`config.mk`:
```
export PLATFORM = sky130hd
export DESIGN_NAME = integer_to_ascii_padded
export DESIGN_NICKNAME = d
export VERILOG_FILES = /design/src/rtl/core/ita_pkg.sv /design/src/rtl/core/integer_to_ascii_padded.sv
export SDC_FILE = /design/constraint.sdc
export NUM_CORES = 1
export LEC_CHECK = 0
export ABC_AREA = 1
export BUFFER_PORTS_ARGS = -buffer_cell sky130_fd_sc_hd__buf_2
export CORE_UTILIZATION = 60
export CTS_BUF_LIST = sky130_fd_sc_hd__clkbuf_2
export CTS_CLUSTER_DIAMETER = 60
export DETAILED_ROUTE_END_ITERATION = 12
export GPL_ROUTABILITY_DRIVEN = 0
export PLACE_DENSITY = 0.79
export SLEW_MARGIN = 20
export SYNTH_ARGS = -nofsm -noshare
export SYNTH_HDL_FRONTEND = slang
export SYNTH_SLANG_ARGS = --single-unit
```
`constraint.sdc`:
```
create_clock -name clk -period 11.05 [get_ports clk]
set_input_delay 1.105 -clock clk [delete_from_list [all_inputs] [get_ports clk]]
set_output_delay 1.105 -clock clk [all_outputs]
set_load 0.02 [all_outputs]
```
`src/rtl/core/ita_pkg.sv`:
```
// Package for the integer to ASCII formatter: state codes, radix codes,
// character constants and the digit-to-character function.
// No dependencies.
`default_nettype none

package ita_pkg;

	// Default sizing of the operand and of the field width limit.
	localparam int VALUE_BITS_DEF = 64;
	localparam int MAX_WIDTH_DEF  = 63;

	// Radix codes as they arrive in the request.
	localparam logic [1:0] RADIX_DEC     = 2'd0;
	localparam logic [1:0] RADIX_OCT     = 2'd1;
	localparam logic [1:0] RADIX_HEX     = 2'd2;
	localparam logic [1:0] RADIX_DEC_ALT = 2'd3;

	// ASCII characters used by the formatter.
	localparam logic [7:0] CH_ZERO  = 8'h30;
	localparam logic [7:0] CH_UPPER = 8'h41;
	localparam logic [7:0] CH_LOWER = 8'h61;
	localparam logic [7:0] CH_MINUS = 8'h2D;
	localparam logic [7:0] CH_SPACE = 8'h20;

	// Sequencer states.
	typedef enum logic [2:0] {
		ST_IDLE,
		ST_CONV,
		ST_SCAN,
		ST_PAD_SP,
		ST_SIGN,
		ST_PAD_ZERO,
		ST_DIGIT
	} ita_state_t;

	// One digit value to its ASCII character.
	function automatic logic [7:0] digit_char(input logic [3:0] d, input logic up);
		logic [7:0] ch;
		if (d < 4'd10) begin
			ch = CH_ZERO + {4'b0000, d};
		end else begin
			ch = (up ? CH_UPPER : CH_LOWER) + {4'b0000, d} - 8'd10;
		end
		return ch;
	endfunction

endpackage

`default_nettype wire

```
`src/rtl/core/integer_to_ascii_padded.sv`:
```
// Top level of the integer to ASCII formatter with padding.
// Depends on ita_pkg for state codes, radix codes and character constants.
//
// Channel   Dir  Handshake                     Payload
// s_axis    in   s_axis_tvalid/s_axis_tready   tdata: value, min_width; tuser: flags, radix
// m_axis    out  m_axis_tvalid/m_axis_tready   tdata: character; tlast: last
//
// A decimal request runs shift-add-3 over all VALUE_BITS bits of the magnitude
// through the shared BCD adjust unit, octal and hex requests skip that step. A
// leading-zero scan then walks the digit register one digit a cycle from the
// top, and one character leaves per cycle while the output register is free.
// Reset clears the sequencer and the output valid. A stalled output holds the
// sequencer in place; a new request is taken as soon as the last character of
// the previous one sits in the output register.
`default_nettype none

module integer_to_ascii_padded
	import ita_pkg::*;
#(
	parameter int VALUE_BITS = VALUE_BITS_DEF,
	parameter int MAX_WIDTH  = MAX_WIDTH_DEF
) (
	input  wire logic        clk,
	input  wire logic        arst_n,
	input  wire logic        s_axis_tvalid,
	output logic             s_axis_tready,
	input  wire logic [71:0] s_axis_tdata,  // [63:0] value, [69:64] min_width, rest zero
	input  wire logic [4:0]  s_axis_tuser,  // [0] is_signed, [2:1] radix, [3] upper, [4] zero_fill
	output logic             m_axis_tvalid,
	input  wire logic        m_axis_tready,
	output logic [7:0]       m_axis_tdata,  // [7:0] character
	output logic             m_axis_tlast
);

	localparam int ND = (VALUE_BITS + 2) / 3;
	localparam int PW = $clog2(ND);
	localparam int CW = $clog2(VALUE_BITS + 1);

	ita_state_t state_q, state_d;

	logic [VALUE_BITS-1:0] mag_q;
	logic [ND*4-1:0]       bcd_q;
	logic [CW-1:0]         cnt_q;
	logic [PW-1:0]         ptr_q;
	logic [5:0]            pad_q;
	logic [5:0]            width_q;
	logic                  neg_q;
	logic                  upper_q;
	logic                  zero_q;
	logic                  m_tvalid_q;
	logic [7:0]            m_tdata_q;
	logic                  m_tlast_q;

	// Request fields.
	logic [VALUE_BITS-1:0] val_in;
	logic                  sgn_in;
	logic [1:0]            radix_in;
	logic [5:0]            width_in;
	logic                  neg_in;
	logic [VALUE_BITS-1:0] mag_in;
	logic                  dec_in;
	logic [ND*4-1:0]       mag_ext;
	logic [ND*4-1:0]       grp_dig;

	assign val_in   = s_axis_tdata[VALUE_BITS-1:0];
	assign sgn_in   = s_axis_tuser[0];
	assign radix_in = s_axis_tuser[2:1];
	assign width_in = (s_axis_tdata[69:64] > 6'(MAX_WIDTH)) ? 6'(MAX_WIDTH) : s_axis_tdata[69:64];
	assign neg_in   = sgn_in && val_in[VALUE_BITS-1];
	assign mag_in   = neg_in ? (~val_in + VALUE_BITS'(1)) : val_in;
	assign dec_in   = (radix_in == RADIX_DEC) || (radix_in == RADIX_DEC_ALT);
	assign mag_ext  = {{(ND*4-VALUE_BITS){1'b0}}, mag_in};

	// Octal and hex digits come straight from bit groups of the magnitude.
	always_comb begin
		for (int i = 0; i < ND; i++) begin
			if (radix_in == RADIX_HEX) begin
				grp_dig[i*4 +: 4] = mag_ext[i*4 +: 4];
			end else begin
				grp_dig[i*4 +: 4] = {1'b0, mag_ext[i*3 +: 3]};
			end
		end
	end

	// Shared BCD adjust unit: add three to every digit of five or more, then shift.
	logic [ND*4-1:0] bcd_adj;
	logic [ND*4-1:0] bcd_shift;

	always_comb begin
		for (int i = 0; i < ND; i++) begin
			if (bcd_q[i*4 +: 4] >= 4'd5) begin
				bcd_adj[i*4 +: 4] = bcd_q[i*4 +: 4] + 4'd3;
			end else begin
				bcd_adj[i*4 +: 4] = bcd_q[i*4 +: 4];
			end
		end
	end

	assign bcd_shift = {bcd_adj[ND*4-2:0], mag_q[VALUE_BITS-1]};

	// Digit under the pointer and the padding it leads to.
	logic [3:0] cur_dig;
	logic [6:0] total;
	logic [5:0] pad_calc;
	logic       scan_done;
	logic       out_free;

	assign cur_dig   = bcd_q[{ptr_q, 2'b00} +: 4];
	assign total     = 7'(ptr_q) + 7'd1 + 7'(neg_q);
	assign pad_calc  = ({1'b0, width_q} > total) ? 6'({1'b0, width_q} - total) : 6'd0;
	assign scan_done = (cur_dig != 4'd0) || (ptr_q == '0);
	assign out_free  = !m_tvalid_q || m_axis_tready;

	// Sequencer next state and character selection.
	logic       accept;
	logic       emit;
	logic [7:0] ch_d;
	logic       last_d;

	always_comb begin
		state_d       = state_q;
		s_axis_tready = 1'b0;
		emit          = 1'b0;
		ch_d          = CH_SPACE;
		last_d        = 1'b0;
		unique case (state_q)
			ST_IDLE: begin
				s_axis_tready = 1'b1;
				if (s_axis_tvalid) begin
					state_d = dec_in ? ST_CONV : ST_SCAN;
				end
			end
			ST_CONV: begin
				if (cnt_q == CW'(1)) begin
					state_d = ST_SCAN;
				end
			end
			ST_SCAN: begin
				if (scan_done) begin
					if (!zero_q && pad_calc != 6'd0) begin
						state_d = ST_PAD_SP;
					end else if (neg_q) begin
						state_d = ST_SIGN;
					end else if (zero_q && pad_calc != 6'd0) begin
						state_d = ST_PAD_ZERO;
					end else begin
						state_d = ST_DIGIT;
					end
				end
			end
			ST_PAD_SP: begin
				if (out_free) begin
					emit = 1'b1;
					ch_d = CH_SPACE;
					if (pad_q == 6'd1) begin
						state_d = neg_q ? ST_SIGN : ST_DIGIT;
					end
				end
			end
			ST_SIGN: begin
				if (out_free) begin
					emit    = 1'b1;
					ch_d    = CH_MINUS;
					state_d = (zero_q && pad_q != 6'd0) ? ST_PAD_ZERO : ST_DIGIT;
				end
			end
			ST_PAD_ZERO: begin
				if (out_free) begin
					emit = 1'b1;
					ch_d = CH_ZERO;
					if (pad_q == 6'd1) begin
						state_d = ST_DIGIT;
					end
				end
			end
			ST_DIGIT: begin
				if (out_free) begin
					emit   = 1'b1;
					ch_d   = digit_char(cur_dig, upper_q);
					last_d = (ptr_q == '0);
					if (ptr_q == '0) begin
						state_d = ST_IDLE;
					end
				end
			end
			default: begin
				state_d = ST_IDLE;
			end
		endcase
	end

	assign accept = s_axis_tvalid && s_axis_tready;

	// State register and output valid.
	always_ff @(posedge clk or negedge arst_n) begin
		if (!arst_n) begin
			state_q    <= ST_IDLE;
			m_tvalid_q <= 1'b0;
		end else begin
			state_q <= state_d;
			if (emit) begin
				m_tvalid_q <= 1'b1;
			end else if (m_axis_tready) begin
				m_tvalid_q <= 1'b0;
			end
		end
	end

	// Output payload register.
	always_ff @(posedge clk) begin
		if (emit) begin
			m_tdata_q <= ch_d;
			m_tlast_q <= last_d;
		end
	end

	// Operand, digit register, counters and pointer.
	always_ff @(posedge clk) begin
		priority if (accept) begin
			neg_q   <= neg_in;
			upper_q <= s_axis_tuser[3];
			zero_q  <= s_axis_tuser[4];
			width_q <= width_in;
			mag_q   <= mag_in;
			cnt_q   <= CW'(VALUE_BITS);
			ptr_q   <= PW'(ND - 1);
			bcd_q   <= dec_in ? '0 : grp_dig;
		end else if (state_q == ST_CONV) begin
			bcd_q <= bcd_shift;
			mag_q <= {mag_q[VALUE_BITS-2:0], 1'b0};
			cnt_q <= cnt_q - CW'(1);
		end else if (state_q == ST_SCAN) begin
			if (scan_done) begin
				pad_q <= pad_calc;
			end else begin
				ptr_q <= ptr_q - PW'(1);
			end
		end else if (emit && (state_q == ST_PAD_SP || state_q == ST_PAD_ZERO)) begin
			pad_q <= pad_q - 6'd1;
		end else if (emit && state_q == ST_DIGIT && ptr_q != '0) begin
			ptr_q <= ptr_q - PW'(1);
		end
	end

	assign m_axis_tvalid = m_tvalid_q;
	assign m_axis_tdata  = m_tdata_q;
	assign m_axis_tlast  = m_tlast_q;

`ifndef ASSERT_OFF
	// A taken request keeps the input closed while it is being worked on.
	a_busy_after_accept: assert property (@(posedge clk) disable iff (!arst_n)
		accept |=> !s_axis_tready)
		else $error("input ready right after a request was taken");

	// Padding states always have at least one pad character left.
	a_pad_nonzero: assert property (@(posedge clk) disable iff (!arst_n)
		(state_q == ST_PAD_SP || state_q == ST_PAD_ZERO) |-> pad_q != 6'd0)
		else $error("padding state entered with empty pad count");

	// The digit pointer stays inside the digit register.
	a_ptr_range: assert property (@(posedge clk) disable iff (!arst_n)
		(state_q == ST_SCAN || state_q == ST_DIGIT) |-> 32'(ptr_q) < ND)
		else $error("digit pointer outside the digit register");

	// Every character sent is printable.
	a_printable: assert property (@(posedge clk) disable iff (!arst_n)
		m_axis_tvalid |-> m_axis_tdata >= CH_SPACE)
		else $error("non-printable character on the output");
`endif

endmodule

`default_nettype wire
```
[Yosys cells after proc, flatten, opt, wreduce, memory -nomap -nowiden]
Index checks and enable logic that the tools add are counted.
Operators by class
  add/sub/neg operators: 32
  $lt $le $gt $ge: 25
  equality and inequality tests: 22
  shifts and indexed selects: 1
  mux-type cells: 86
  bitwise operators: 3
  reduce and logical (&&, ||, !) cells: 30
Operators by type and width (count)
  88-bit 2-to-1 mux: 3
  64-bit 2-to-1 mux: 3
  4-bit 2-to-1 mux: 38
  4-bit by 3-bit >= comparator with 1-bit output (second input constant): 22
  88-bit by 8-bit indexed part select with 4-bit output: 1
  4-bit by 2-bit adder with 4-bit output (second input constant): 21
  64-bit by 1-bit adder with 64-bit output (second input constant): 1
  64-bit inverter: 1
  3-bit 2-to-1 mux: 17
  6-bit 2-to-1 mux: 5
  5-bit 2-to-1 mux: 5
  2-bit inequality test (second input constant): 12
  8-bit case mux with 3 select lines: 1
  3-bit case mux with 7 select lines: 1
  8-bit 2-to-1 mux: 2
  6-bit nonzero test: 2
  2-bit 2-to-1 mux: 5
  10-bit AND reduction: 1
  3-bit equality test (second input constant): 3
  7-bit by 4-bit adder with 8-bit output: 1
  1-bit logical AND: 8
  4-bit AND reduction: 2
  2-bit nonzero test: 4
  8-bit by 4-bit subtractor with 8-bit output (second input constant): 1
  other kinds (27): 39
Storage, ports and cells
  register bits after elaboration: 192
  output and inout bits: 11

[Logic depth before layout (Yosys ltp)]
Gate-level depths: netlist of run 1.
  depth in word-level cells: 11
  depth in mapped cells: 23

[Least setup slack after synthesis of run 1]
No wires, ideal clock.
  path type: input to register
  start point: in s_axis_tvalid
  end point: reg bcd_q[0] (enable)
  setup time: 1274 ps
  arrival time: 4320 ps
  required time: 9776 ps
  path slack: 5456 ps
  stages on the path: 6
  buffers on the path: 2
  cells stage by stage: inv_1 -> nor2_1 -> inv_2 -> buf_2 -> clkbuf_1 -> nand2_1
Between the ends
  longest elaborated chain between the ends: 2
Ends and longest elaborated chain
  start, declared: line integer_to_ascii_padded.sv:25  | input wire logic s_axis_tvalid,
  1-bit logical AND: line integer_to_ascii_padded.sv:192  | assign accept = s_axis_tvalid && s_axis_tready;
  2-bit nonzero test (no line)
  end signal, assigned: line integer_to_ascii_padded.sv:227  | bcd_q <= dec_in ? '0 : grp_dig;
  end signal, assigned: line integer_to_ascii_padded.sv:229  | bcd_q <= bcd_shift;
  end, declared: line integer_to_ascii_padded.sv:42  | logic [ND*4-1:0] bcd_q;
Every way passes these cells.
A chain may end at the register's enable or synchronous reset.

[Worst setup path in the final report of run 1]
  start point: reg state_q[2]
  end point: reg mag_q[27] (enable)
Between the ends
  longest elaborated chain between the ends: 4
  elaborated cells on any way between the ends: 5
  classes of those cells: eq/ne (1); mux (1); reduce/logical (3)
Ends and longest elaborated chain
  start, declared: line integer_to_ascii_padded.sv:39  | ita_state_t state_q, state_d;
  start signal, assigned: line integer_to_ascii_padded.sv:200  | state_q <= state_d;
  3-bit logical NOT: line integer_to_ascii_padded.sv:126  | unique case (state_q)
  1-bit 2-to-1 mux: line integer_to_ascii_padded.sv:126
  1-bit logical AND: line integer_to_ascii_padded.sv:192
  2-bit nonzero test (no line) *
  end signal, assigned: line integer_to_ascii_padded.sv:224  | mag_q <= mag_in;
  end signal, assigned: line integer_to_ascii_padded.sv:230  | mag_q <= {mag_q[VALUE_BITS-2:0], 1'b0};
  end, declared: line integer_to_ascii_padded.sv:41  | logic [VALUE_BITS-1:0] mag_q;
Every way passes the cells marked *; elsewhere a longest branch is shown, timed or not.

==> flow_summary_export.csv, run 1 <==
group,metric,value,unit
status,status,"finished, final reports clean",
timing,fin_worst_skew,0.04448,ns
yosys,ys_ff_latch,191,
timing,finalSetupTns,0,ns
yosys,syn_area,0.01457,mm²
finish,final_cell_mix,"nand2_1, inv_1, nand3_1",
timing,setup_viol,0,
route,drc_errors,0,
yosys,ys.flop_type,"edfxtp_1",
setup_path,path_buf_inv,3,
setup_path,crit_chain,"inv_2 -> nand2_1 -> nor2_4 -> inv_4 -> nand2_4 -> buf_4",
cts,clock_path_buffers,2,
floorplanning,die_area,0.02490,mm²
yosys,ys_types,57,
finish,final_util,65.39,%
setup_path,slowest_delay,0.94,ns
timing,final_max_slew_viol_count,0,
timing,finalCritPeriodShare,37.98,%
min_path,holdCritPathClass,"primary input to flip-flop",
timing,worstMarginPinSlew,1.091,ns
finish,fin_cells,2337,
floorplanning,die_h,157.8,µm
cts,cts_buffers,17,
cts,insertion_delay,0.83,ns
pwr,max-vdd-ir-drop,0.3198,mV
timing,grt_setup_unrepaired,"no",
grt,overflow,0,
route,drt_pre_antenna_iters,6,
cts,h-tree-depth,4,
cts,tritoncts,"done",
finish,drive_above_1_share,11.25,%
cts,cts.sinks,191,
timing,worst_hold_slack,0.4444,ns
setup_path,endpoint_kind,"flip-flop",
cts,cts.clk_slew.worst_paths,0.30,ns
floorplanning,ioPinCount,92,
grt,grt_usage,33.73,%
flow_run,drv_cap,0,
cts,root_buffer,"clkbuf_2",
grt,grt_pass1_vias,12770,
timing,fmax,238.3,MHz
timing,max_slew_margin,27.26,%
timing,fin_crit,4.197,ns
yosys,netlist_instances,1954,
floorplanning,die_x,157.8,µm
yosys,synth_warnings,0,
route,drt-initial-drc-count,1750,
floorplanning,num_rows,56,
pwr,total_power,0.004491,W
route,routed_via_density,5.921,
placed_design,io_buffers,88,
setup_path,crit_arrival,4.65,ns
grt,antenna_found_initial,2,
pwr,powerDensity,290.9,mW/mm²
setup_path,crit_type,"flip-flop to flip-flop",
cts,cts_setup_buffers,0,
setup_path,critical-path-top-delay-family,"simple AND/OR/NAND/NOR gates",
setup_path,cp_max_fo,81,
route,drtAntennaViolNets,0,
setup_path,critPathLaunchType,"flip-flop",
yosys,async_flop_share,2.094,%
placed_design,hpwl,30.34,mm
route,num_vias,13840,
grt,grt_first_pass_wirelength,64.41,mm
yosys,synth-seq-area-share,38.41,%
timing,finalHoldViolCount,0,
setup_path,worstPathRequired,11.51,ns
floorplanning,initial_core_util,61.69,%
yosys,postSynthAreaPerCell,7.455,µm²
grt,grt_max_degree,90,
placed_design,place_inst,2303,
floorplanning,core_area,0.02361,mm²
yosys,syn-num-nets,2098,
finish,layout.nets,2148,
route,routedWlPerCell,17.46,µm
pwr,p_leak,6.809,nW
route,drt_wl_total,40.81,mm
yosys,synth-edff-count,175,
setup_path,cp_slowest_cell,"buf_4",
finish,area_growth_syn_to_layout,6.004,%
finish,final_common_cell,"nand2_1",
registers in the layout, summed over array words and instances (netlist names):
name,flops
zero_q,1
ptr_q,5
m_axis_tdata,7
m_axis_tvalid,1
pad_q,6
mag_q,64
upper_q,1
width_q,6
m_axis_tlast,1
cnt_q,7
bcd_q,88
state_q,3
neg_q,1
routing by layer:
| layer | vias up | wire length (µm) | GRT usage, % |
|---|---|---|---|
| met5 | - | 13 | 0 |
| met4 | 2 | 1607 | 14.56 |
| met3 | 117 | 4265 | 6.159 |
| met2 | 794 | 18200 | 53.14 |
| met1 | 6303 | 16720 | 45.41 |
| li1 | 6621 | - | - |
where the power goes:
group	total (W)	leakage, nW	internal, W	switching [W]
Combinational	0.00244	4.84	0.000821	0.00161
Clock	0.000415	0.165	0.000136	0.000279
Sequential	0.00164	1.81	0.00139	0.000253
worst register-to-register path, delay by kind of cell (launching register included):
kind                   cells  cell delay, ns
buffers and inverters      3            1.52
and+or+nand+nor            3            1.69
DFF                        1            0.54
final timing paths:
path                                  start       endpoint  slack, ns  cells past startpoint
max                              state_q[2]      mag_q[27]       6.85                      6
min                        s_axis_tdata[64]     width_q[0]       0.44                      1
max reg2reg                      state_q[2]      mag_q[27]       6.85                      6
min reg2reg                        cnt_q[6]       cnt_q[6]       0.52                      1
max in group asynchronous            arst_n     state_q[0]      10.36                      2
min in group asynchronous            arst_n  m_axis_tvalid       0.57                      2
layout make-up:
type / instances / area, µm²
diodes: 1 / 2.502
multi-input cells: 1449 / 7694
fillers: 2077 / 8172
inverters: 245 / 929.6
flip-flops and latches: 191 / 5597
clock buffers: 17 / 85.08
repair buffers: 100 / 533.0
well taps: 319 / 399.1
clock inverters: 15 / 201.4
cell usage after synthesis (16+ instances only):
| cell | n | area (µm²) |
|---|---|---|
| nor3_1 | 17 | 85.08 |
| xor2_1 | 58 | 508.0 |
| a21oi_1 | 93 | 465.5 |
| nand2_1 | 521 | 1956 |
| nor2_1 | 154 | 578.1 |
| inv_1 | 230 | 863.3 |
| nand4_1 | 30 | 187.7 |
| o21ai_0 | 131 | 655.6 |
| edfxtp_1 | 175 | 5255 |
| clkbuf_1 | 26 | 97.59 |
| buf_2 | 22 | 110.1 |
| nand3_1 | 198 | 991.0 |
| ha_1 | 62 | 775.7 |
| o211ai_1 | 35 | 262.8 |
| o21ai_1 | 16 | 80.08 |
cells by family (layout without fill, tap and decap cells):
| kind of cell | after synthesis | in the layout | synth area share [%] |
|---|---|---|---|
| AND/OR/NAND/NOR | 994 | 994 | 30.20 |
| AO/OA/AOI/OAI | 322 | 322 | 12.77 |
| buffers and inverters | 314 | 377 | 8.873 |
| flip-flops | 191 | 191 | 38.41 |
| XOR/XNOR | 69 | 69 | 4.252 |
| adder cells (fa/ha/maj) | 63 | 63 | 5.463 |
| other | 1 | 2 | 0.02574 |
repair_timing:
action / CTS / global route
endpoints found under the hold margin: 0 / 4
hold buffers: 0 / 1
gates resized for setup: 0 / 0
stage by stage:
| stage | setup WS [ns] | instance area (µm²) |
|---|---|---|
| global route | 6.680 | 15440 |
| detailed placement | 6.403 | 15140 |
| global placement | 6.455 | 15140 |
| finish | 6.853 | 15440 |
| floorplan | 5.456 | 14570 |
| CTS | 6.909 | 15430 |
(Power assumes the default switching activity.)
==> run 2: changes to the inputs <==
Clock period 11.05 ns to 3.9 ns, I/O delays scaled along.
==> run 2 against run 1 <==
  * Combinational power rose to 2.8 times the previous value
  * Utilization increased by 0.36 points
  * Highest routed layer is now met4
  * Non-clock buffer count up 13
  * Final area up 0.55%
  * Flip-flop and latch count unchanged
  * Via count decreased by 0.29%
  * First-iteration DRC count grew 1.9%
==> flow_summary_export.csv, run 2 (synthesis results as in run 1) <==
group,metric,value,unit
status,status,"finished, final reports clean",
setup_path,endpoint_kind,"flip-flop",
finish,final_common_cell,"nand2_1",
finish,final_cell_mix,"nand2_1, inv_1, nand3_1",
floorplanning,die_h,157.8,µm
finish,reg_top3,"bcd_q: 88 flops, mag_q: 64 flops",
min_path,holdCritPathClass,"primary input to flip-flop",
min_path,hp-start,"s_axis_tdata[16]",
cts,cts.clk_slew.worst_paths,0.29,ns
timing,grt_setup_unrepaired,"no",
setup_path,path_buf_inv,2,
route,routedWlPerCell,17.06,µm
timing,finalSetupTns,0,ns
placed_design,placed_area,0.01520,mm²
finish,drive_above_1_share,11.19,%
timing,final_max_slew_viol_count,0,
cts,cts_resized,0,
min_path,hold_end,"mag_q[16]",
timing,worstMarginPinSlew,0.7453,ns
grt,overflow,0,
timing,setup_viol,0,
floorplanning,ioPinCount,92,
pwr,p_leak,6.828,nW
pwr,total_power,0.01247,W
finish,largest_register,"bcd_q",
setup_path,reg2regPathDepth,18,
finish,fin_cells,2349,
route,num_vias,13800,
setup_path,cpMostUsedCell,"nand2_1",
finish,fillers,2086,
route,drt_wl_total,40.08,mm
setup_path,r2r_end,"state_q[1]",
floorplanning,initial_core_util,61.69,%
setup_path,cp_slowest_cell,"edfxtp_1",
route,drc_errors,0,
setup_path,r2r_start,"neg_q",
timing,fin_worst_skew,0.03615,ns
route,drt-initial-drc-count,1784,
grt,grt_first_pass_wirelength,63.58,mm
setup_path,crit_type,"flip-flop to flip-flop",
floorplanning,core_area,0.02361,mm²
route,drtAntennaViolNets,0,
grt,grt_usage,33.19,%
grt,grt_pass1_vias,12450,
pwr,powerDensity,803.1,mW/mm²
route,drt_pre_antenna_iters,8,
floorplanning,die_x,157.8,µm
cts,insertion_delay,0.75,ns
placed_design,hpwl,29.99,mm
timing,finalHoldViolCount,0,
grt,grt_max_degree,146,
timing,finalCritPeriodShare,75.81,%
timing,fmax,338.2,MHz
placed_design,place_inst,2304,
setup_path,worstPathRequired,4.62,ns
cts,cts_setup_buffers,0,
timing,fin_crit,2.956,ns
floorplanning,die_area,0.02490,mm²
setup_path,critical-path-top-delay-family,"simple AND/OR/NAND/NOR gates",
grt,antenna_found_initial,1,
cts,cts_buffers,17,
min_path,whs_path_depth,3,
finish,layout.nets,2161,
cts,tritoncts,"done",
pwr,max-vdd-ir-drop,0.4507,mV
setup_path,critPathLaunchType,"flip-flop",
route,routed_via_density,5.874,
timing,max_slew_margin,50.32,%
setup_path,crit_arrival,3.68,ns
cts,root_buffer,"clkbuf_2",
floorplanning,num_rows,56,
flow_run,drv_cap,0,
setup_path,cp_max_fo,8,
cts,h-tree-depth,4,
finish,largest_reg_flops,88,
setup_path,reg2reg_slack,0.94,ns
setup_path,crit_chain,"inv_1 -> ha_1 -> inv_1 -> ha_1 -> nand3_1 -> xor2_1 -> ha_1 -> nand2_1 -> or3_1 -> nand2_2 -> nor2_1 -> nor2_1 -> nand2_1 -> nand2_1 -> nand3_1 -> nand2_1 -> nand2_1 -> nand2_1",
placed_design,io_buffers,88,
setup_path,slowest_delay,0.48,ns
cts,clock_path_buffers,2,
finish,area_growth_syn_to_layout,6.588,%
finish,post-route-cell-area,0.01553,mm²
cts,cts.sinks,191,
run 2: changes by cell type in the layout (fill, tap and decap cells not counted), sizes merged:
cell and delta:
inv -2, dlygate4sd3 +12, bufinv -3, clkinv +1, clkbuf +1, buf +1, clkinvlp +2
run 2: cell type report:
type,count,area [µm²],share of cell area (%)
antenna,1,2.502,0.01612
multi-input combinational,1449,7702,49.61
inverter,245,929.6,5.988
clock inverter,13,107.6,0.6930
timing repair buffer,113,698.2,4.497
clock buffer,18,90.09,0.5802
tap,319,399.1,2.571
sequential,191,5597,36.05
run 2: through the flow:
step	hold WS, ns	setup WS, ns	utilization [%]
3_3_place_gp	0.1952	1.157	64.35
5_1_grt	0.01413	0.6313	65.75
2_1_floorplan	0.09441	0.3673	-
3_5_place_dp	0.1989	1.013	64.35
6_report	0.1041	0.9435	65.75
4_1_cts	0.009573	0.9790	65.70
run 2: worst max path at each step:
stage                from         end  slack [ns]  cells past startpoint
4_1_cts             neg_q  state_q[1]        0.98                     18
3_5_place_dp        neg_q  state_q[1]        1.01                     18
2_1_floorplan  state_q[2]    bcd_q[0]        0.37                      8
6_report            neg_q  state_q[1]        0.94                     18
3_3_place_gp        neg_q  state_q[1]        1.16                     18
5_1_grt             neg_q  state_q[1]        0.63                     20
run 2: what timing repair did:
| action | CTS | global route |
|---|---|---|
| hold buffers | 12 | 1 |
| endpoints found under the hold margin | 14 | 1 |
| setup endpoints to repair | 0 | 0 |
run 2: worst min-delay path, stage by stage:
cell,delay (ns)
buf_2,0.10
xor2_1,0.13
o21ai_0,0.16
run 2: report_power, final:
group | switching (W) | internal, W | leakage [nW] | total [W]
clock | 0.000745 | 0.000181 | 0.117 | 0.000926
sequential | 0.000715 | 0.00392 | 1.81 | 0.00463
combinational | 0.00455 | 0.00236 | 4.90 | 0.00691
total | 0.00601 | 0.00646 | 6.83 | 0.0125
run 2: layer usage:
metal / GRT usage (%) / vias up / share of wire (%)
li1: - / 6656 / -
met1: 45.47 / 6352 / 42
met2: 52.51 / 697 / 45
met3: 5.776 / 92 / 9.6
met4: 12.34 / 0 / 3.3
met5: 0 / - / 0
